<file path="config.mk">
export PLATFORM = sky130hd
export DESIGN_NAME = bounded_deque_flat
export DESIGN_NICKNAME = d
export VERILOG_FILES = /design/src/hdl/bdq_pkg.sv /design/src/hdl/bdq_if.sv /design/src/hdl/bdq_ram.sv /design/src/hdl/bdq_ctrl.sv /design/src/hdl/bdq_dpath.sv /design/src/hdl/bounded_deque.sv /design/src/flat_wrapper.sv
export SDC_FILE = /design/constraint.sdc
export NUM_CORES = 1
export LEC_CHECK = 0
export ABC_AREA = 1
export BUFFER_PORTS_ARGS = -buffer_cell sky130_fd_sc_hd__buf_2
export CELL_PAD_IN_SITES_DETAIL_PLACEMENT = 1
export CELL_PAD_IN_SITES_GLOBAL_PLACEMENT = 1
export CORE_ASPECT_RATIO = 0.9
export CORE_UTILIZATION = 45
export DETAILED_ROUTE_END_ITERATION = 7
export HOLD_SLACK_MARGIN = 0.03
export PLACE_DENSITY = 0.83
export SYNTH_ARGS = -nofsm -noshare
export SYNTH_HDL_FRONTEND = slang
export SYNTH_SLANG_ARGS = --single-unit
</file>
<file path="constraint.sdc">
create_clock -name i_clk -period 3.6 [get_ports i_clk]
set_input_delay 0.18 -clock i_clk [delete_from_list [all_inputs] [get_ports i_clk]]
set_output_delay 0.18 -clock i_clk [all_outputs]
set_load 0.05 [all_outputs]
</file>
<file path="src/hdl/bdq_pkg.sv">
// ----------------------------------------------------------------------------
// bdq_pkg
// Types and constants shared by the bounded deque files.
// ----------------------------------------------------------------------------
package bdq_pkg;

    localparam int ACT_W = 3;
    localparam int VAL_W = 32;
    localparam int CAP_W = 5;

    localparam logic [CAP_W-1:0] CAP_RESET   = 5'd16;
    localparam logic [VAL_W-1:0] EMPTY_VALUE = 32'hFFFF_FFFF;

    typedef enum logic [ACT_W-1:0] {
        ACT_PUSH_FRONT = 3'd0,
        ACT_PUSH_BACK  = 3'd1,
        ACT_POP_FRONT  = 3'd2,
        ACT_POP_BACK   = 3'd3,
        ACT_QUERY      = 3'd4
    } t_action;

    typedef enum logic [1:0] {
        ST_IDLE,
        ST_EXEC,
        ST_READ,
        ST_RESP
    } t_state;

    typedef struct packed {
        logic load;
        logic exec;
        logic read;
    } t_cmd;

endpackage

</file>
<file path="src/hdl/bdq_if.sv">
// ----------------------------------------------------------------------------
// bdq_if
// Valid/ready channels of the bounded deque: configuration, request, result.
// ----------------------------------------------------------------------------
interface bdq_cfg_if import bdq_pkg::*; ();
    logic             valid;
    logic             ready;
    logic [CAP_W-1:0] capacity;

    modport source (output valid, output capacity, input ready);
    modport sink   (input valid, input capacity, output ready);
endinterface

interface bdq_req_if import bdq_pkg::*; ();
    logic                    valid;
    logic                    ready;
    logic        [ACT_W-1:0] action;
    logic signed [VAL_W-1:0] value;

    modport source (output valid, output action, output value, input ready);
    modport sink   (input valid, input action, input value, output ready);
endinterface

interface bdq_rsp_if import bdq_pkg::*; ();
    logic                    valid;
    logic                    ready;
    logic                    ok;
    logic signed [VAL_W-1:0] front_value;
    logic signed [VAL_W-1:0] rear_value;
    logic                    has_items;
    logic                    is_empty;
    logic                    is_full;

    modport source (output valid, output ok, output front_value, output rear_value,
                    output has_items, output is_empty, output is_full, input ready);
    modport sink   (input valid, input ok, input front_value, input rear_value,
                    input has_items, input is_empty, input is_full, output ready);
endinterface

</file>
<file path="src/hdl/bdq_ram.sv">
// ----------------------------------------------------------------------------
// bdq_ram
// Generic RAM: one write port, two read ports with registered read data.
// ----------------------------------------------------------------------------
module bdq_ram #(
    parameter int WIDTH = 32,
    parameter int DEPTH = 16,
    localparam int AW   = (DEPTH > 1) ? $clog2(DEPTH) : 1
) (
    input  logic             i_clk,
    input  logic             i_we,
    input  logic [AW-1:0]    i_waddr,
    input  logic [WIDTH-1:0] i_wdata,
    input  logic             i_re,
    input  logic [AW-1:0]    i_raddr_a,
    input  logic [AW-1:0]    i_raddr_b,
    output logic [WIDTH-1:0] o_rdata_a,
    output logic [WIDTH-1:0] o_rdata_b
);

    logic [WIDTH-1:0] r_mem [DEPTH];
    logic [WIDTH-1:0] r_rdata_a;
    logic [WIDTH-1:0] r_rdata_b;

    always_ff @(posedge i_clk) begin
        if (i_we) begin
            r_mem[i_waddr] <= i_wdata;
        end
        if (i_re) begin
            r_rdata_a <= r_mem[i_raddr_a];
            r_rdata_b <= r_mem[i_raddr_b];
        end
    end

    assign o_rdata_a = r_rdata_a;
    assign o_rdata_b = r_rdata_b;

endmodule

</file>
<file path="src/hdl/bdq_ctrl.sv">
// ----------------------------------------------------------------------------
// bdq_ctrl
// Sequencer: capture item, update state, read front/rear, present result.
// ----------------------------------------------------------------------------
module bdq_ctrl import bdq_pkg::*; (
    input  logic i_clk,
    input  logic i_rst_n,
    input  logic i_in_valid,
    output logic o_in_ready,
    output logic o_out_valid,
    input  logic i_out_ready,
    output t_cmd o_cmd
);

    t_state r_state;
    t_state n_state;

    always_ff @(posedge i_clk) begin
        if (!i_rst_n) begin
            r_state <= ST_IDLE;
        end else begin
            r_state <= n_state;
        end
    end

    always_comb begin
        n_state = r_state;
        unique case (r_state)
            ST_IDLE: begin
                if (i_in_valid) n_state = ST_EXEC;
            end
            ST_EXEC: n_state = ST_READ;
            ST_READ: n_state = ST_RESP;
            ST_RESP: begin
                if (i_out_ready) n_state = ST_IDLE;
            end
            default: n_state = ST_IDLE;
        endcase
    end

    always_comb begin
        o_in_ready  = 1'b0;
        o_out_valid = 1'b0;
        o_cmd       = '0;
        unique case (r_state)
            ST_IDLE: begin
                o_in_ready = 1'b1;
                o_cmd.load = i_in_valid;
            end
            ST_EXEC: o_cmd.exec = 1'b1;
            ST_READ: o_cmd.read = 1'b1;
            ST_RESP: o_out_valid = 1'b1;
            default: o_cmd = '0;
        endcase
    end

`ifndef SYNTHESIS
    a_load_then_exec: assert property (@(posedge i_clk) disable iff (!i_rst_n)
        o_cmd.load |=> o_cmd.exec)
        else $error("captured item not executed next cycle");

    a_exec_then_read: assert property (@(posedge i_clk) disable iff (!i_rst_n)
        o_cmd.exec |=> o_cmd.read)
        else $error("state update not followed by read");

    a_read_then_resp: assert property (@(posedge i_clk) disable iff (!i_rst_n)
        o_cmd.read |=> o_out_valid)
        else $error("read not followed by result");

    a_one_phase: assert property (@(posedge i_clk) disable iff (!i_rst_n)
        $onehot0({o_in_ready, o_cmd.exec, o_cmd.read, o_out_valid}))
        else $error("overlapping sequencer phases");
`endif

endmodule

</file>
<file path="src/hdl/bdq_dpath.sv">
// ----------------------------------------------------------------------------
// bdq_dpath
// Ring buffer datapath: head pointer, count, capacity, entry RAM, result.
// ----------------------------------------------------------------------------
module bdq_dpath import bdq_pkg::*; #(
    parameter int DEPTH = 16
) (
    input  logic                    i_clk,
    input  logic                    i_rst_n,
    input  t_cmd                    i_cmd,
    input  logic                    i_cfg_we,
    input  logic        [CAP_W-1:0] i_cfg_capacity,
    input  logic        [ACT_W-1:0] i_action,
    input  logic signed [VAL_W-1:0] i_value,
    output logic                    o_ok,
    output logic signed [VAL_W-1:0] o_front_value,
    output logic signed [VAL_W-1:0] o_rear_value,
    output logic                    o_has_items,
    output logic                    o_is_empty,
    output logic                    o_is_full
);

    localparam int AW = (DEPTH > 1) ? $clog2(DEPTH) : 1;
    localparam int CW = $clog2(DEPTH + 1);
    localparam int MW = (CW > CAP_W) ? CW : CAP_W;
    localparam int SW = ((AW > CW) ? AW : CW) + 1;

    t_action          r_action;
    logic [VAL_W-1:0] r_value;
    logic [AW-1:0]    r_head;
    logic [AW-1:0]    n_head;
    logic [CW-1:0]    r_count;
    logic [CW-1:0]    n_count;
    logic [CAP_W-1:0] r_capacity;
    logic             r_ok;
    logic             n_ok;

    logic [MW-1:0]    cap_ext;
    logic [MW-1:0]    eff_cap;
    logic             full;
    logic             has_items;
    logic [AW-1:0]    head_dec;
    logic [AW-1:0]    head_inc;
    logic             ram_we;
    logic [AW-1:0]    ram_waddr;
    logic [AW-1:0]    rear_addr;
    logic [VAL_W-1:0] rdata_front;
    logic [VAL_W-1:0] rdata_rear;

    function automatic logic [AW-1:0] ring_add(input logic [AW-1:0] base,
                                               input logic [CW-1:0] offs);
        logic [SW-1:0] sum;
        sum = SW'(base) + SW'(offs);
        if (sum >= SW'(DEPTH)) sum = sum - SW'(DEPTH);
        return sum[AW-1:0];
    endfunction

    assign cap_ext   = MW'(r_capacity);
    assign eff_cap   = (cap_ext > MW'(DEPTH)) ? MW'(DEPTH) : cap_ext;
    assign full      = MW'(r_count) >= eff_cap;
    assign has_items = r_count != '0;
    assign head_dec  = (r_head == '0) ? AW'(DEPTH - 1) : r_head - AW'(1);
    assign head_inc  = (r_head == AW'(DEPTH - 1)) ? '0 : r_head + AW'(1);
    assign rear_addr = ring_add(r_head, r_count - CW'(1));

    always_comb begin
        n_head    = r_head;
        n_count   = r_count;
        n_ok      = 1'b1;
        ram_we    = 1'b0;
        ram_waddr = head_dec;
        unique case (r_action)
            ACT_PUSH_FRONT: begin
                if (full) begin
                    n_ok = 1'b0;
                end else begin
                    n_head  = head_dec;
                    n_count = r_count + CW'(1);
                    ram_we  = 1'b1;
                end
            end
            ACT_PUSH_BACK: begin
                ram_waddr = ring_add(r_head, r_count);
                if (full) begin
                    n_ok = 1'b0;
                end else begin
                    n_count = r_count + CW'(1);
                    ram_we  = 1'b1;
                end
            end
            ACT_POP_FRONT: begin
                if (!has_items) begin
                    n_ok = 1'b0;
                end else begin
                    n_head  = head_inc;
                    n_count = r_count - CW'(1);
                end
            end
            ACT_POP_BACK: begin
                if (!has_items) begin
                    n_ok = 1'b0;
                end else begin
                    n_count = r_count - CW'(1);
                end
            end
            default: n_ok = 1'b1;
        endcase
    end

    always_ff @(posedge i_clk) begin
        if (!i_rst_n) begin
            r_head     <= '0;
            r_count    <= '0;
            r_capacity <= CAP_RESET;
        end else begin
            if (i_cfg_we) begin
                r_capacity <= i_cfg_capacity;
            end
            if (i_cmd.exec) begin
                r_head  <= n_head;
                r_count <= n_count;
            end
        end
    end

    always_ff @(posedge i_clk) begin
        if (i_cmd.load) begin
            r_action <= t_action'(i_action);
            r_value  <= i_value;
        end
        if (i_cmd.exec) begin
            r_ok <= n_ok;
        end
    end

    bdq_ram #(
        .WIDTH (VAL_W),
        .DEPTH (DEPTH)
    ) u_ram (
        .i_clk     (i_clk),
        .i_we      (i_cmd.exec & ram_we),
        .i_waddr   (ram_waddr),
        .i_wdata   (r_value),
        .i_re      (i_cmd.read),
        .i_raddr_a (r_head),
        .i_raddr_b (rear_addr),
        .o_rdata_a (rdata_front),
        .o_rdata_b (rdata_rear)
    );

    assign o_ok          = r_ok;
    assign o_front_value = has_items ? rdata_front : EMPTY_VALUE;
    assign o_rear_value  = has_items ? rdata_rear : EMPTY_VALUE;
    assign o_has_items   = has_items;
    assign o_is_empty    = !has_items;
    assign o_is_full     = full;

endmodule

</file>
<file path="src/hdl/bounded_deque.sv">
// ----------------------------------------------------------------------------
// bounded_deque
// Double-ended queue of signed 32-bit values in a ring buffer, capacity set
// by a configuration register.
//
//   channel  dir  handshake    payload
//   i_cfg    in   valid/ready  capacity[4:0]
//   i_req    in   valid/ready  action[2:0], value[31:0]
//   o_rsp    out  valid/ready  ok, front_value, rear_value, has_items,
//                              is_empty, is_full
//
// One item at a time, in the sequence capture, update plus RAM write,
// registered RAM read of front and rear, result.
// A stall on o_rsp holds the block; i_req.ready stays low until the result
// is taken. i_cfg is always ready.
// Reset clears head, count and sets capacity to 16; the entry RAM is not
// cleared.
// ----------------------------------------------------------------------------
module bounded_deque import bdq_pkg::*; #(
    parameter int DEPTH = 16
) (
    input  logic      i_clk,
    input  logic      i_rst_n,
    bdq_cfg_if.sink   i_cfg,
    bdq_req_if.sink   i_req,
    bdq_rsp_if.source o_rsp
);

    t_cmd cmd;

    assign i_cfg.ready = 1'b1;

    bdq_ctrl u_ctrl (
        .i_clk       (i_clk),
        .i_rst_n     (i_rst_n),
        .i_in_valid  (i_req.valid),
        .o_in_ready  (i_req.ready),
        .o_out_valid (o_rsp.valid),
        .i_out_ready (o_rsp.ready),
        .o_cmd       (cmd)
    );

    bdq_dpath #(
        .DEPTH (DEPTH)
    ) u_dpath (
        .i_clk          (i_clk),
        .i_rst_n        (i_rst_n),
        .i_cmd          (cmd),
        .i_cfg_we       (i_cfg.valid),
        .i_cfg_capacity (i_cfg.capacity),
        .i_action       (i_req.action),
        .i_value        (i_req.value),
        .o_ok           (o_rsp.ok),
        .o_front_value  (o_rsp.front_value),
        .o_rear_value   (o_rsp.rear_value),
        .o_has_items    (o_rsp.has_items),
        .o_is_empty     (o_rsp.is_empty),
        .o_is_full      (o_rsp.is_full)
    );

endmodule
</file>
<file path="src/flat_wrapper.sv">
// flat-port wrapper written by rule: the top's interface ports become plain ports
module bounded_deque_flat import bdq_pkg::*;
#(
    parameter int DEPTH = 16
)
  (i_clk, i_rst_n, i_cfg_valid, i_cfg_capacity, i_cfg_ready, i_req_valid, i_req_action, i_req_value, i_req_ready, o_rsp_valid, o_rsp_ok, o_rsp_front_value, o_rsp_rear_value, o_rsp_has_items, o_rsp_is_empty, o_rsp_is_full, o_rsp_ready);
  bdq_cfg_if i_cfg_i ();
  bdq_req_if i_req_i ();
  bdq_rsp_if o_rsp_i ();
  input  logic i_clk;
  input  logic i_rst_n;
  input wire logic [$bits(i_cfg_i.valid)-1:0] i_cfg_valid;
  input wire logic [$bits(i_cfg_i.capacity)-1:0] i_cfg_capacity;
  output wire logic [$bits(i_cfg_i.ready)-1:0] i_cfg_ready;
  input wire logic [$bits(i_req_i.valid)-1:0] i_req_valid;
  input wire logic [$bits(i_req_i.action)-1:0] i_req_action;
  input wire logic [$bits(i_req_i.value)-1:0] i_req_value;
  output wire logic [$bits(i_req_i.ready)-1:0] i_req_ready;
  output wire logic [$bits(o_rsp_i.valid)-1:0] o_rsp_valid;
  output wire logic [$bits(o_rsp_i.ok)-1:0] o_rsp_ok;
  output wire logic [$bits(o_rsp_i.front_value)-1:0] o_rsp_front_value;
  output wire logic [$bits(o_rsp_i.rear_value)-1:0] o_rsp_rear_value;
  output wire logic [$bits(o_rsp_i.has_items)-1:0] o_rsp_has_items;
  output wire logic [$bits(o_rsp_i.is_empty)-1:0] o_rsp_is_empty;
  output wire logic [$bits(o_rsp_i.is_full)-1:0] o_rsp_is_full;
  input wire logic [$bits(o_rsp_i.ready)-1:0] o_rsp_ready;
  assign i_cfg_i.valid = i_cfg_valid;
  assign i_cfg_i.capacity = i_cfg_capacity;
  assign i_cfg_ready = i_cfg_i.ready;
  assign i_req_i.valid = i_req_valid;
  assign i_req_i.action = i_req_action;
  assign i_req_i.value = i_req_value;
  assign i_req_ready = i_req_i.ready;
  assign o_rsp_valid = o_rsp_i.valid;
  assign o_rsp_ok = o_rsp_i.ok;
  assign o_rsp_front_value = o_rsp_i.front_value;
  assign o_rsp_rear_value = o_rsp_i.rear_value;
  assign o_rsp_has_items = o_rsp_i.has_items;
  assign o_rsp_is_empty = o_rsp_i.is_empty;
  assign o_rsp_is_full = o_rsp_i.is_full;
  assign o_rsp_i.ready = o_rsp_ready;
  bounded_deque #(.DEPTH(DEPTH)) u_core (.i_clk(i_clk), .i_rst_n(i_rst_n), .i_cfg(i_cfg_i), .i_req(i_req_i), .o_rsp(o_rsp_i));
endmodule
</file>
After elaboration in Yosys (flattened, before gate mapping)
Memories as Yosys holds them, arrays and structs flattened. A register that Yosys moved wholly into a read port is not among the register bits.
Cells that the tools add are included.
{"block": "word_totals", "ff_bits": 52, "mem_bits_rw": 512, "inputBits": 45, "output_inout_bits": 71, "elab_cells": 74, "n_memories": 1}
{"block": "op_classes", "n_addsub": 8, "magnitude_cmp": 4, "eq_ne": 13, "mux": 28, "n_bitwise": 1, "reduce_logical": 12}
{"name": "u_core.u_dpath.u_ram.r_mem", "depth": 16, "word_bits": 32, "rd": 2, "rd_clocked_by_memory_dff": 2, "wr": 1, "line_no": "bdq_ram.sv:21", "source": "logic [WIDTH-1:0] r_mem [DEPTH];"}
{"op": "2-to-1 mux 32 bit", "count": 2}
{"op": "2-to-1 mux 4 bit", "count": 7}
{"op": "2-to-1 mux 5 bit", "count": 3}
{"op": "adder 4 x 5 -> 6 bit", "count": 2}
{"op": ">= comparator 6 x 5 -> 1 bit, second input constant", "count": 2}
{"op": "subtractor 4 x 1 -> 4 bit, second input constant", "count": 3}
{"op": "2-to-1 mux 1 bit", "count": 10}
{"op": "inequality test 2 bit, second input constant", "count": 5}
{"op": "case mux 5 bit (2 select lines)", "count": 1}
{"op": "case mux 2 bit (4 select lines)", "count": 1}
{"op": "case mux 4 bit (2 select lines)", "count": 1}
{"op": "AND reduction 4 bit", "count": 2}
{"op": "== test 3 x 2 -> 1 bit, second input constant", "count": 2}
{"op": "adder 5 x 1 -> 5 bit, second input constant", "count": 1}
{"op": ">= comparator 5 bit", "count": 1}
{"op": "greater-than comparator 5 bit, second input constant", "count": 1}
{"op": "nonzero test 5 bit", "count": 1}
{"op": "subtractor 5 x 1 -> 5 bit, second input constant", "count": 1}
{"op": "adder 4 x 1 -> 4 bit, second input constant", "count": 1}
{"op": "== test 2 bit, second input constant", "count": 2}
{"op": "== test 4 bit, second input constant", "count": 1}
{"op": "zero test 4 bit", "count": 1}
{"op": "2-to-1 mux 2 bit", "count": 2}
{"op": "nonzero test 2 bit", "count": 2}
{"op": "other kinds (10)", "count": 11}

Logic depth before layout (Yosys ltp)
Gate-level depths: netlist of run 1.
{"block": "logic_depth", "ltp_word": 8, "depth_mapped": 14, "mapped_depth_nobuf": 12}

Cells and area by module
A second synthesis of run 1 with hierarchy kept.
{"block": "hier_totals", "hier_cells": 3659, "area_unflattened_um2": 32449.9}
{"mod": "bdq_ram", "n_inst": 1, "cells_per_inst": 3317, "area_per_inst_um2": 29311.9, "seq_area_each_um2": 17296.6}
{"mod": "bdq_dpath", "n_inst": 1, "cells_per_inst": 316, "area_per_inst_um2": 2957.8, "seq_area_each_um2": 1361.3}
{"mod": "bdq_ctrl", "n_inst": 1, "cells_per_inst": 24, "area_per_inst_um2": 168.9, "seq_area_each_um2": 40.0}
{"mod": "bounded_deque", "n_inst": 1, "cells_per_inst": 2, "area_per_inst_um2": 11.3, "seq_area_each_um2": 0.0}

Worst setup path after synthesis of run 1
No wires, ideal clock.
{"block": "synth_path", "path_type": "flip-flop to flip-flop", "startpoint": "register u_core.u_dpath.r_capacity[0], in the netlist u_core.u_dpath.cap_ext[0]", "endpoint": "memory u_core.u_dpath.u_ram.r_mem[11][0], enable pin", "setup_ps": 421, "t_arrival_ps": 3690, "t_required_ps": 3179, "slack_ps": -511, "path_stages_with_launch": 11, "n_path_buf": 0, "period_less_slack_ps": 4111, "path_cell_list": "dfxtp_1 o41ai_1 nand2_1 ha_1 nand2_1 inv_1 nand2_1 nand3_1 nor2_1 nand3_1 nor2_1"}
{"block": "synth_via", "elab_chain_len": 8}
{"element": "from (decl)", "line_no": "bdq_dpath.sv:34", "source": "logic [CAP_W-1:0] r_capacity;"}
{"element": "from (signal assigned)", "line_no": "bdq_dpath.sv:117", "source": "r_capacity <= i_cfg_capacity;"}
{"element": "greater-than comparator 5 bit", "line_no": "bdq_dpath.sv:59", "source": "assign eff_cap = (cap_ext > MW'(DEPTH)) ? MW'(DEPTH) : cap_ext;"}
{"element": "2-to-1 mux 5 bit *", "line_no": "bdq_dpath.sv:59"}
{"element": ">= comparator 5 bit *", "line_no": "bdq_dpath.sv:60", "source": "assign full = MW'(r_count) >= eff_cap;"}
{"element": "via o_rsp_is_full", "line_no": "flat_wrapper.sv:25", "source": "output wire logic [$bits(o_rsp_i.is_full)-1:0] o_rsp_is_full;"}
{"element": "2-to-1 mux 1 bit *", "line_no": "bdq_dpath.sv:74, bdq_dpath.sv:84"}
{"element": "2-to-1 mux 1 bit *"}
{"element": "AND 1 bit *", "line_no": "bdq_dpath.sv:141", "source": ".i_we (i_cmd.exec & ram_we),"}
{"element": "2-to-1 mux 1 bit *", "line_no": "bdq_ram.sv:26", "source": "if (i_we) begin"}
{"element": "2-to-1 mux 1 bit (implied by the code) *", "line_no": "bdq_ram.sv:27", "source": "r_mem[i_waddr] <= i_wdata;"}
{"element": "to (decl)", "line_no": "bdq_ram.sv:21"}
Mark *: on every way through the listed nets, which the timed path passes. The rest lies on a longest branch.

Final worst setup path of run 1
{"block": "layout_path", "startpoint": "register u_core.u_dpath.r_count[0]", "endpoint": "register u_core.u_dpath.u_ram.r_rdata_b[4], in the netlist u_core.u_dpath.u_ram.o_rdata_b[4] (read register of u_core.u_dpath.u_ram.r_mem) (data pin)"}
{"block": "layout_via", "elab_chain_len": 4, "word_cells_on_any_way": 5, "cone_classes": "3 x add/sub; 1 x order compare; 1 x mux"}
{"element": "from (decl)", "line_no": "bdq_dpath.sv:32", "source": "logic [CW-1:0] r_count;"}
{"element": "from (signal assigned)", "line_no": "bdq_dpath.sv:121", "source": "r_count <= n_count;"}
{"element": "subtractor 5 x 1 -> 5 bit *", "line_no": "bdq_dpath.sv:64", "source": "assign rear_addr = ring_add(r_head, r_count - CW'(1));"}
{"element": "adder 4 x 5 -> 6 bit *", "line_no": "bdq_dpath.sv:53", "source": "sum = SW'(base) + SW'(offs);"}
{"element": ">= comparator 6 x 5 -> 1 bit / subtractor 4 x 1 -> 4 bit (equally long branches)", "line_no": "bdq_dpath.sv:54", "source": "if (sum >= SW'(DEPTH)) sum = sum - SW'(DEPTH);"}
{"element": "2-to-1 mux 4 bit *", "line_no": "bdq_dpath.sv:54"}
{"element": "to (decl)", "line_no": "bdq_ram.sv:23", "source": "logic [WIDTH-1:0] r_rdata_b;"}
Every way passes the cells marked *; elsewhere a longest branch is shown, timed or not.
A chain may end at the register's enable or synchronous reset.

==> results.md, run 1 <==
- The worst hold path belongs to the class input pin to flip-flop.
- The startpoint of the most critical register-to-register path is u_core.u_dpath.r_count[0].
- The non-filler instance count after layout is 4,046.
- For the pin with the worst max-slew slack, the measured transition is 1270 ps.
- The share of the Yosys chip area taken by registers is 60.78%.
- Once routing completed, OpenROAD measured the worst setup slack at 207.9 ps.
- Setup violations remaining at the end of the flow were counted as 0.
- Measured in cells, the most critical reg-to-reg path has a length of 12.
- The core region is 67,340 sq um.
- The proportion of layout cells with a drive suffix above 1 is 12.70%.
- The run finished with clean final reports.
- Once the clock tree was built, the resizer swapped 0 gates to a different size.
- After detailed routing, the average wire length per cell comes to 24.24 um.
- The total of buffers placed on input and output ports is 114.
- In this run, synthesis produced a sequential element count of 628.
- The number of detailed-route iterations in the first pass is 6.
- After global routing the overflow that remains totals 0.
- The leakage power summed over all cells is 0.01292 uW.
- The clock insertion delay at the later pin of the skew report is 650 ps.
- Derived from the worst setup path, the maximum achievable clock frequency is 294.8 MHz.
- Summing over every cut layer, the via total after detailed routing is 24,270.
- The row count is 90.
- The commonest non-fill, non-tap cell in the layout is sky130_fd_sc_hd__edfxtp_1.
- At the end of the flow the core is filled with cells to 52.12%.
- The top cell types in the final layout, fill and taps aside, are sky130_fd_sc_hd__edfxtp_1 (612), sky130_fd_sc_hd__nand2_1 (607), sky130_fd_sc_hd__inv_1 (322).
- For this run, the total global-route usage over all layers was measured as 27.91%.
- The die covers 69,410 sq um.
- Pin placement for this block handled 116 I/O pins.
- The number of placed instances, taps included, is 3,874.
- After clock tree synthesis, the clock-pin slew on the worst setup and hold paths is 60 ps.
- The worst hold path begins at i_req_valid.
- The arrival time at the worst endpoint is 3770 ps.
- The final layout net count is 3,188.
- The category of the worst setup path launch point is a flip-flop.
- The die height is 250.0 um.
- In this run the deepest clock path goes through 3 buffers.
- The worst supply voltage drop on vdd is 1.064 mV.
- Counting I/O delays and the setup requirement, the final critical path takes 3392 ps.
- The mean cell area of the mapped netlist is 10.14 sq um.
- Synthesis produced a netlist with a net count of 3,100.
- In the routed layout, each cell is associated on average with a via count of 6.000.
- The gate count after technology mapping is 3,033.
- The synthesized cell area is 30,760 sq um.
- The worst setup path is captured at a flip-flop.
- In this run, distinct cell masters in the synthesized netlist total 43.
- The total number of H-tree levels is 3.
- For this run, design rule violations remaining after detail routing come to 0.
- The hold violation count in the final report is 0.
- The count of maximum capacitance violations is 0.
- In this run the worst path has a maximum fanout of 55.
- The final critical-path share of the clock period is 94.22%.
- The number of antenna violations at the first check in global routing came to 0.
- The accumulated negative setup slack is 0 ps.
- The HPWL after detailed placement is 56,130 um.
- Setup repair after global routing left no endpoint under its margin.
- The number of filler cells placed in the layout is 7,311.
- The worst hold path passes through 3 cells.
- By startpoint and endpoint, the worst setup path is classified as flip-flop to flip-flop.
- For this run, the number of Yosys warnings is 0.
- The relative slew slack is 15.35%.
- The clock net sink count is 628.
- The number of clock buffers added by TritonCTS is 68.
- Entering global routing, the biggest net connects 241 pins.
- Clock tree synthesis selected as its root buffer the cell sky130_fd_sc_hd__clkbuf_16.
- The post-CTS setup buffer count is 0.
- The count of final max-slew check failures was 0.
- The worst setup slack after placement is 256.3 ps.
- The first global-routing pass estimated 149,300 um of wire.
- The data required time at the worst endpoint is 3970 ps.
- TritonCTS built the clock tree.
- The detailed router's first-iteration violation count is 2,623.
- Across the routed clock network, the largest skew measured is 39.52 ps.
- The power density relative to cell area is 828.5 nW/um^2.
- Once the floorplan was initialized, standard cells occupied 45.68% of the core.
- Relative to the synthesized area, the layout overhead comes to 14.10%.
- 0 antenna diodes ended up in the layout.
- At the end of routability-driven placement, the weighted congestion stood at 0.8210.
- The capturing point of the worst reg2reg path is u_core.u_dpath.u_ram.o_rdata_b[4].
- From left edge to right edge, the die measures 277.6 um.
- The worst hold path terminates at u_core.u_ctrl.r_state[0].
- The total wirelength of the detailed-routed design is 98,090 um.
- The worst register-to-register path has a setup slack of 210 ps.
- In this run the remaining antenna-violating nets after routing total 0.
- The via count of the first global-routing pass is 25,450.
==> metal layers <==
layer  track usage (%)  wire (um)
met5                 0          0
met1             36.25      40030
met4             10.53       3416
met2             47.50      48520
met3             3.791       6126
==> worst max-delay path by stage <==
stage	start	to	slack (ps)	cells past startpoint
4_1_cts	u_core.u_dpath.r_count[0]	u_core.u_dpath.u_ram.o_rdata_b[16]	220	12
5_1_grt	u_core.u_dpath.r_count[0]	u_core.u_dpath.u_ram.o_rdata_b[4]	90	12
2_1_floorplan	u_core.u_dpath.cap_ext[0]	u_core.u_dpath.u_ram.r_mem[11][0]	-510	10
3_5_place_dp	u_core.u_dpath.r_count[0]	u_core.u_dpath.u_ram.o_rdata_b[16]	260	12
6_report	u_core.u_dpath.r_count[0]	u_core.u_dpath.u_ram.o_rdata_b[4]	210	12
3_3_place_gp	u_core.u_dpath.r_count[1]	u_core.u_dpath.u_ram.o_rdata_b[16]	410	12
==> layout make-up <==
| type | count | area (sq um) | area share, % |
|---|---|---|---|
| multi-input combinational | 1848 | 9792 | 27.90 |
| timing repair buffer | 242 | 2074 | 5.910 |
| inverter | 333 | 1250 | 3.561 |
| tap | 874 | 1094 | 3.116 |
| clock buffer | 78 | 1739 | 4.955 |
| sequential | 628 | 18710 | 53.31 |
| clock inverter | 43 | 439.2 | 1.251 |
==> critical path: stages (launching register included) <==
cell                      delay (ps)
sky130_fd_sc_hd__dfxtp_1         450
sky130_fd_sc_hd__inv_1           210
sky130_fd_sc_hd__ha_1            330
sky130_fd_sc_hd__inv_1            90
sky130_fd_sc_hd__fa_4            860
sky130_fd_sc_hd__buf_12          290
sky130_fd_sc_hd__buf_12          250
sky130_fd_sc_hd__a21oi_1          70
sky130_fd_sc_hd__o21ai_0         150
sky130_fd_sc_hd__nand2_1         110
sky130_fd_sc_hd__o21a_1          190
sky130_fd_sc_hd__nand2_1          60
sky130_fd_sc_hd__nand2_1          50
==> flip-flops by register name, summed over array words and instances (netlist names) <==
| signal | flops |
|---|---|
| u_core.u_dpath.u_ram.o_rdata_a | 32 |
| u_core.u_dpath.r_count | 5 |
| u_core.u_dpath.r_action | 3 |
| u_core.u_dpath.o_ok | 1 |
| u_core.u_dpath.r_value | 32 |
| u_core.u_dpath.r_head | 4 |
| u_core.u_ctrl.r_state | 2 |
| u_core.u_dpath.cap_ext | 5 |
| u_core.u_dpath.u_ram.r_mem | 512 |
| u_core.u_dpath.u_ram.o_rdata_b | 32 |
==> power breakdown <==
group / switching [uW] / leakage (uW) / total [uW] / internal (uW)
combinational: 8670 / 0.00618 / 12300 / 3660
clock: 3060 / 0.00107 / 7000 / 3950
sequential: 587 / 0.00567 / 9750 / 9170
total: 12300 / 0.0129 / 29100 / 16800
==> what timing repair did <==
item	CTS	global route
hold buffers	52	0
endpoints found under the hold margin	46	0
setup endpoints to repair	0	1
==> cells by family after synthesis <==
kind of cell | share of synthesized area [%]
simple gates | 13.68
fa+ha+maj | 0.9436
compound gates | 16.27
other cells | 0.01219
buf+inv | 7.907
flops | 60.78
xor+xnor | 0.3986
==> synth_stat cells (all sizes together) <==
cell,count,area (sq um)
xor2,6,52.55
nor2,41,166.4
ha,20,250.2
nand3,220,1116
a21o,1,7.510
dfxtp,16,320.3
or2,65,406.6
a21oi,251,1260
clkinv,1,3.750
o21a,26,195.2
buf,150,897.1
clkbuf,74,285.3
a22oi,1,7.510
o21bai,1,7.510
a211oi,1,7.510
o22ai,1,6.260
inv,332,1246
edfxtp,612,18380
xnor2,5,70.08
nor3,2,15.01
conb,1,3.750
nand3b,26,195.2
o211ai,271,2034
o41ai,1,8.760
fa,2,40.04
nand4,2,12.51
nand2,610,2297
o21ai,294,1471
==> stage by stage <==
step	instance area (sq um)	power [uW]	hold WS, ps
after floorplan	30760	18060	278.9
after global placement	32410	21310	356.5
after detailed placement	32410	21940	358.4
after CTS	35110	29060	54.02
after global routing	35100	30360	121.4
final	35100	29080	87.19
No activity file was read; power rests on OpenSTA's default activity.
==> inputs of run 2 (changes only) <==
--- a/config.mk
+++ b/config.mk
@@ -14,6 +14,7 @@
 export DETAILED_ROUTE_END_ITERATION = 7
 export HOLD_SLACK_MARGIN = 0.03
 export PLACE_DENSITY = 0.83
+export REMOVE_ABC_BUFFERS = 1
 export SYNTH_ARGS = -nofsm -noshare
 export SYNTH_HDL_FRONTEND = slang
 export SYNTH_SLANG_ARGS = --single-unit
==> constraint.sdc (replaced) <==
create_clock -name i_clk -period 2.95 [get_ports i_clk]
set_input_delay 0.1475 -clock i_clk [delete_from_list [all_inputs] [get_ports i_clk]]
set_output_delay 0.1475 -clock i_clk [all_outputs]
set_load 0.05 [all_outputs]
==> run 2 against run 1 <==
Clock-buffer cell count rose by 5. First-iteration DRC count increased by 15%. Non-clock buffer count grew 58. Die area did not move. Clock skew shrank 8.6 ps. Largest cell class unchanged. Highest routed layer is now met5.
==> results.md, run 2 (synthesized netlist as in run 1, its figures left out) <==
- The timing startpoint of the critical path is u_core.u_dpath.r_count[1].
- The via total after detailed routing is 25,390.
- The last weighted congestion value of the routability-driven placer is 0.8384.
- The largest register by flop count is u_core.u_dpath.u_ram.r_mem.
- The total wirelength of the detailed-routed design is 107,500 um.
- The smallest hold slack is 62.96 ps.
- The remaining routing DRC violations is 0.
- The end-of-flow core utilization is 54.03%.
- Setup repair after global routing could not meet its margin everywhere.
- The hold violation count in the final report was 0.
- The register with the most flip-flops in the layout has 512 of them.
- The endpoint identified for the worst register-to-register timing path is u_core.u_dpath.u_ram.o_rdata_b[22].
- The CTS root buffer is sky130_fd_sc_hd__clkbuf_16.
- The final antenna diode count is 0.
- In this run the worst hold path is classified as input pin to flip-flop.
- The standard cell core area is 67,340 sq um.
- Counting the fill cells in the layout gives 7,207.
- The accumulated negative setup slack is 0 ps.
- STA puts the critical path data arrival time at 3290 ps.
- The detailed router's first-iteration violation count is 3,014.
- The row count is 90.
- Compared with the post-synthesis result, the final layout area differs by 18.27%.
- The die height is 250.0 um.
- The largest net degree at the start of global routing is 270.
- STA classifies the critical path startpoint as a flip-flop.
- The number of clock buffers added by TritonCTS is 70.
- The count of final max-slew check failures came to 0.
- The library cell used most frequently in the layout, excluding fill and tap cells, is sky130_fd_sc_hd__edfxtp_1.
- In the layout the commonest cells are sky130_fd_sc_hd__edfxtp_1 (612), sky130_fd_sc_hd__nand2_1 (602), sky130_fd_sc_hd__inv_1 (319).
- Of the available clock period, the critical path in the final layout requires 99.93%.
- The type of the setup path with the least slack is flip-flop to flip-flop.
- The via count of the first global-routing pass is 26,150.
- The final layout net count is 3,248.
- The count of maximum capacitance violations is 0.
- After detailed routing, the number of vias per cell comes to 6.178.
- The final setup violation count is 0.
- Buffers placed on the I/O ports in this run total 114.
- After clock tree synthesis, the clock-pin slew on the worst setup and hold paths is 60 ps.
- The count of antenna-violating nets left after detailed routing is 0.
- In this run the count of I/O pins placed on the die edge is 116.
- The clock net sink count is 628.
- Of the cells placed in the final design, the portion with a size suffix greater than 1 is 14.74%.
- The worst register-to-register path has a depth of 12.
- For this run, the top clock speed supported by timing is 339.2 MHz.
- Global routing finished with a remaining overflow of 0.
- The die span in x is 277.6 um.
- CTS built an H-tree with a depth of 3.
- STA classifies the critical path endpoint as a flip-flop.
- The slew at the pin closest to its max-slew limit is 1074 ps.
- The clock period could shrink to 2948 ps.
- The HPWL after detailed placement is 58,320 um.
- The run finished with clean final reports.
- The first global-routing pass estimated 153,400 um of wire.
- The number of antenna violations at the first check in global routing was 3.
- The worst register-to-register path begins at u_core.u_dpath.r_count[1].
- The clock insertion delay at the later pin of the skew report is 640 ps.
- The initial utilization of the core area, before any placement, comes to 45.68%.
- The end point of the worst hold path is u_core.u_ctrl.r_state[0].
- Global routing used 28.79% of the available tracks across all layers.
- The setup check on the worst reg-to-reg path leaves a slack of 2 ps.
- Data on the critical path is required at its endpoint by 3290 ps.
- In this run the static leakage power is 0.01349 uW.
- The worst hold path passes through 4 cells.
- The relative slew slack is 28.41%.
- The floorplan step defined a die boundary enclosing 69,410 sq um.
- The first detailed-routing pass ran for 6 iterations.
- TritonCTS built the clock tree.
- Power spread over the standard cell area amounts to 1036 nW/um^2.
- The worst hold path begins at i_req_valid.
- The number of buffers on the longest clock path is 3.
- The worst supply voltage drop on vdd is 0.7340 mV.
- Dividing the detail-routed wire length by the instance count gives 26.15 um.
- The largest fanout on the critical path is 8.
- Clock skew on the completed layout was measured at 30.96 ps.
-- run 2: cell count changes in the layout (fill, tap and decap cells not counted), moves of 6 or more --
cell,previous run,this run
sky130_fd_sc_hd__buf_12,33,60
sky130_fd_sc_hd__clkinv_1,9,19
sky130_fd_sc_hd__buf_4,43,49
sky130_fd_sc_hd__clkbuf_16,68,81
sky130_fd_sc_hd__buf_6,0,7
-- run 2: area by class of cell --
class | instances | area (sq um) | share of cell area [%]
clock buffers | 83 | 1822 | 5.007
multi-input cells | 1848 | 9908 | 27.23
repair buffers | 300 | 3172 | 8.718
flip-flops and latches | 628 | 18720 | 51.44
well taps | 874 | 1094 | 3.006
clock inverters | 44 | 414.1 | 1.138
inverters | 333 | 1257 | 3.456
-- run 2: critical path: stages (launching register included) --
cell and delay, ps:
sky130_fd_sc_hd__dfxtp_2 350, sky130_fd_sc_hd__inv_2 70, sky130_fd_sc_hd__ha_4 260, sky130_fd_sc_hd__inv_2 50, sky130_fd_sc_hd__fa_4 990, sky130_fd_sc_hd__clkbuf_16 230, sky130_fd_sc_hd__buf_4 110, sky130_fd_sc_hd__a21oi_1 30
sky130_fd_sc_hd__o21ai_0 100, sky130_fd_sc_hd__nand2_1 80, sky130_fd_sc_hd__o21a_1 190, sky130_fd_sc_hd__nand2_1 70, sky130_fd_sc_hd__nand2_1 120
-- run 2: through the flow --
| stage | setup slack [ps] | power [uW] | instance area [sq um] | instances |
|---|---|---|---|---|
| after floorplan | -15570 | 19670 | 29580 | 2809 |
| after global placement | 138.6 | 26430 | 32950 | 3900 |
| after detailed placement | -35.21 | 27260 | 32950 | 3900 |
| after CTS | 2.559 | 36210 | 35870 | 4087 |
| after global routing | -76.27 | 39170 | 36380 | 4110 |
| final | 2.084 | 37690 | 36380 | 4110 |
-- run 2: power breakdown --
part	switching (uW)	internal, uW	leakage (uW)
registers	663	11200	0.00567
logic	11400	5640	0.00672
clock network	3810	4970	0.00110
total	15900	21800	0.0135
-- run 2: worst max-delay path by stage --
stage | slack [ps] | end | depth (start not counted)
2_1_floorplan | -15570 | u_core.u_dpath.u_ram.r_mem[10][0] | 5
3_3_place_gp | 140 | u_core.u_dpath.u_ram.o_rdata_b[2] | 13
3_5_place_dp | -40 | u_core.u_dpath.u_ram.r_mem[3][1] | 14
4_1_cts | 3 | u_core.u_dpath.u_ram.r_mem[15][29] | 15
5_1_grt | -80 | u_core.u_dpath.u_ram.r_mem[9][24] | 13
6_report | 2 | u_core.u_dpath.u_ram.o_rdata_b[22] | 12
-- run 2: layer usage --
layer / vias up / wire length [um] / GRT usage [%]
li1: 10980 / - / -
met1: 12670 / 40870 / 36.01
met2: 1388 / 52150 / 48.97
met3: 353 / 9017 / 4.372
met4: 2 / 5433 / 13.69
met5: - / 16 / 0
-- run 2: timing repair --
action                                 4_1_cts  5_1_grt
hold buffers                                53        0
resized for setup                           10       37
gates cloned                                 2       11
buffers inserted                             5       13
pin swaps                                    1       10
endpoints found under the hold margin       49        0
setup endpoints to repair                  244      455
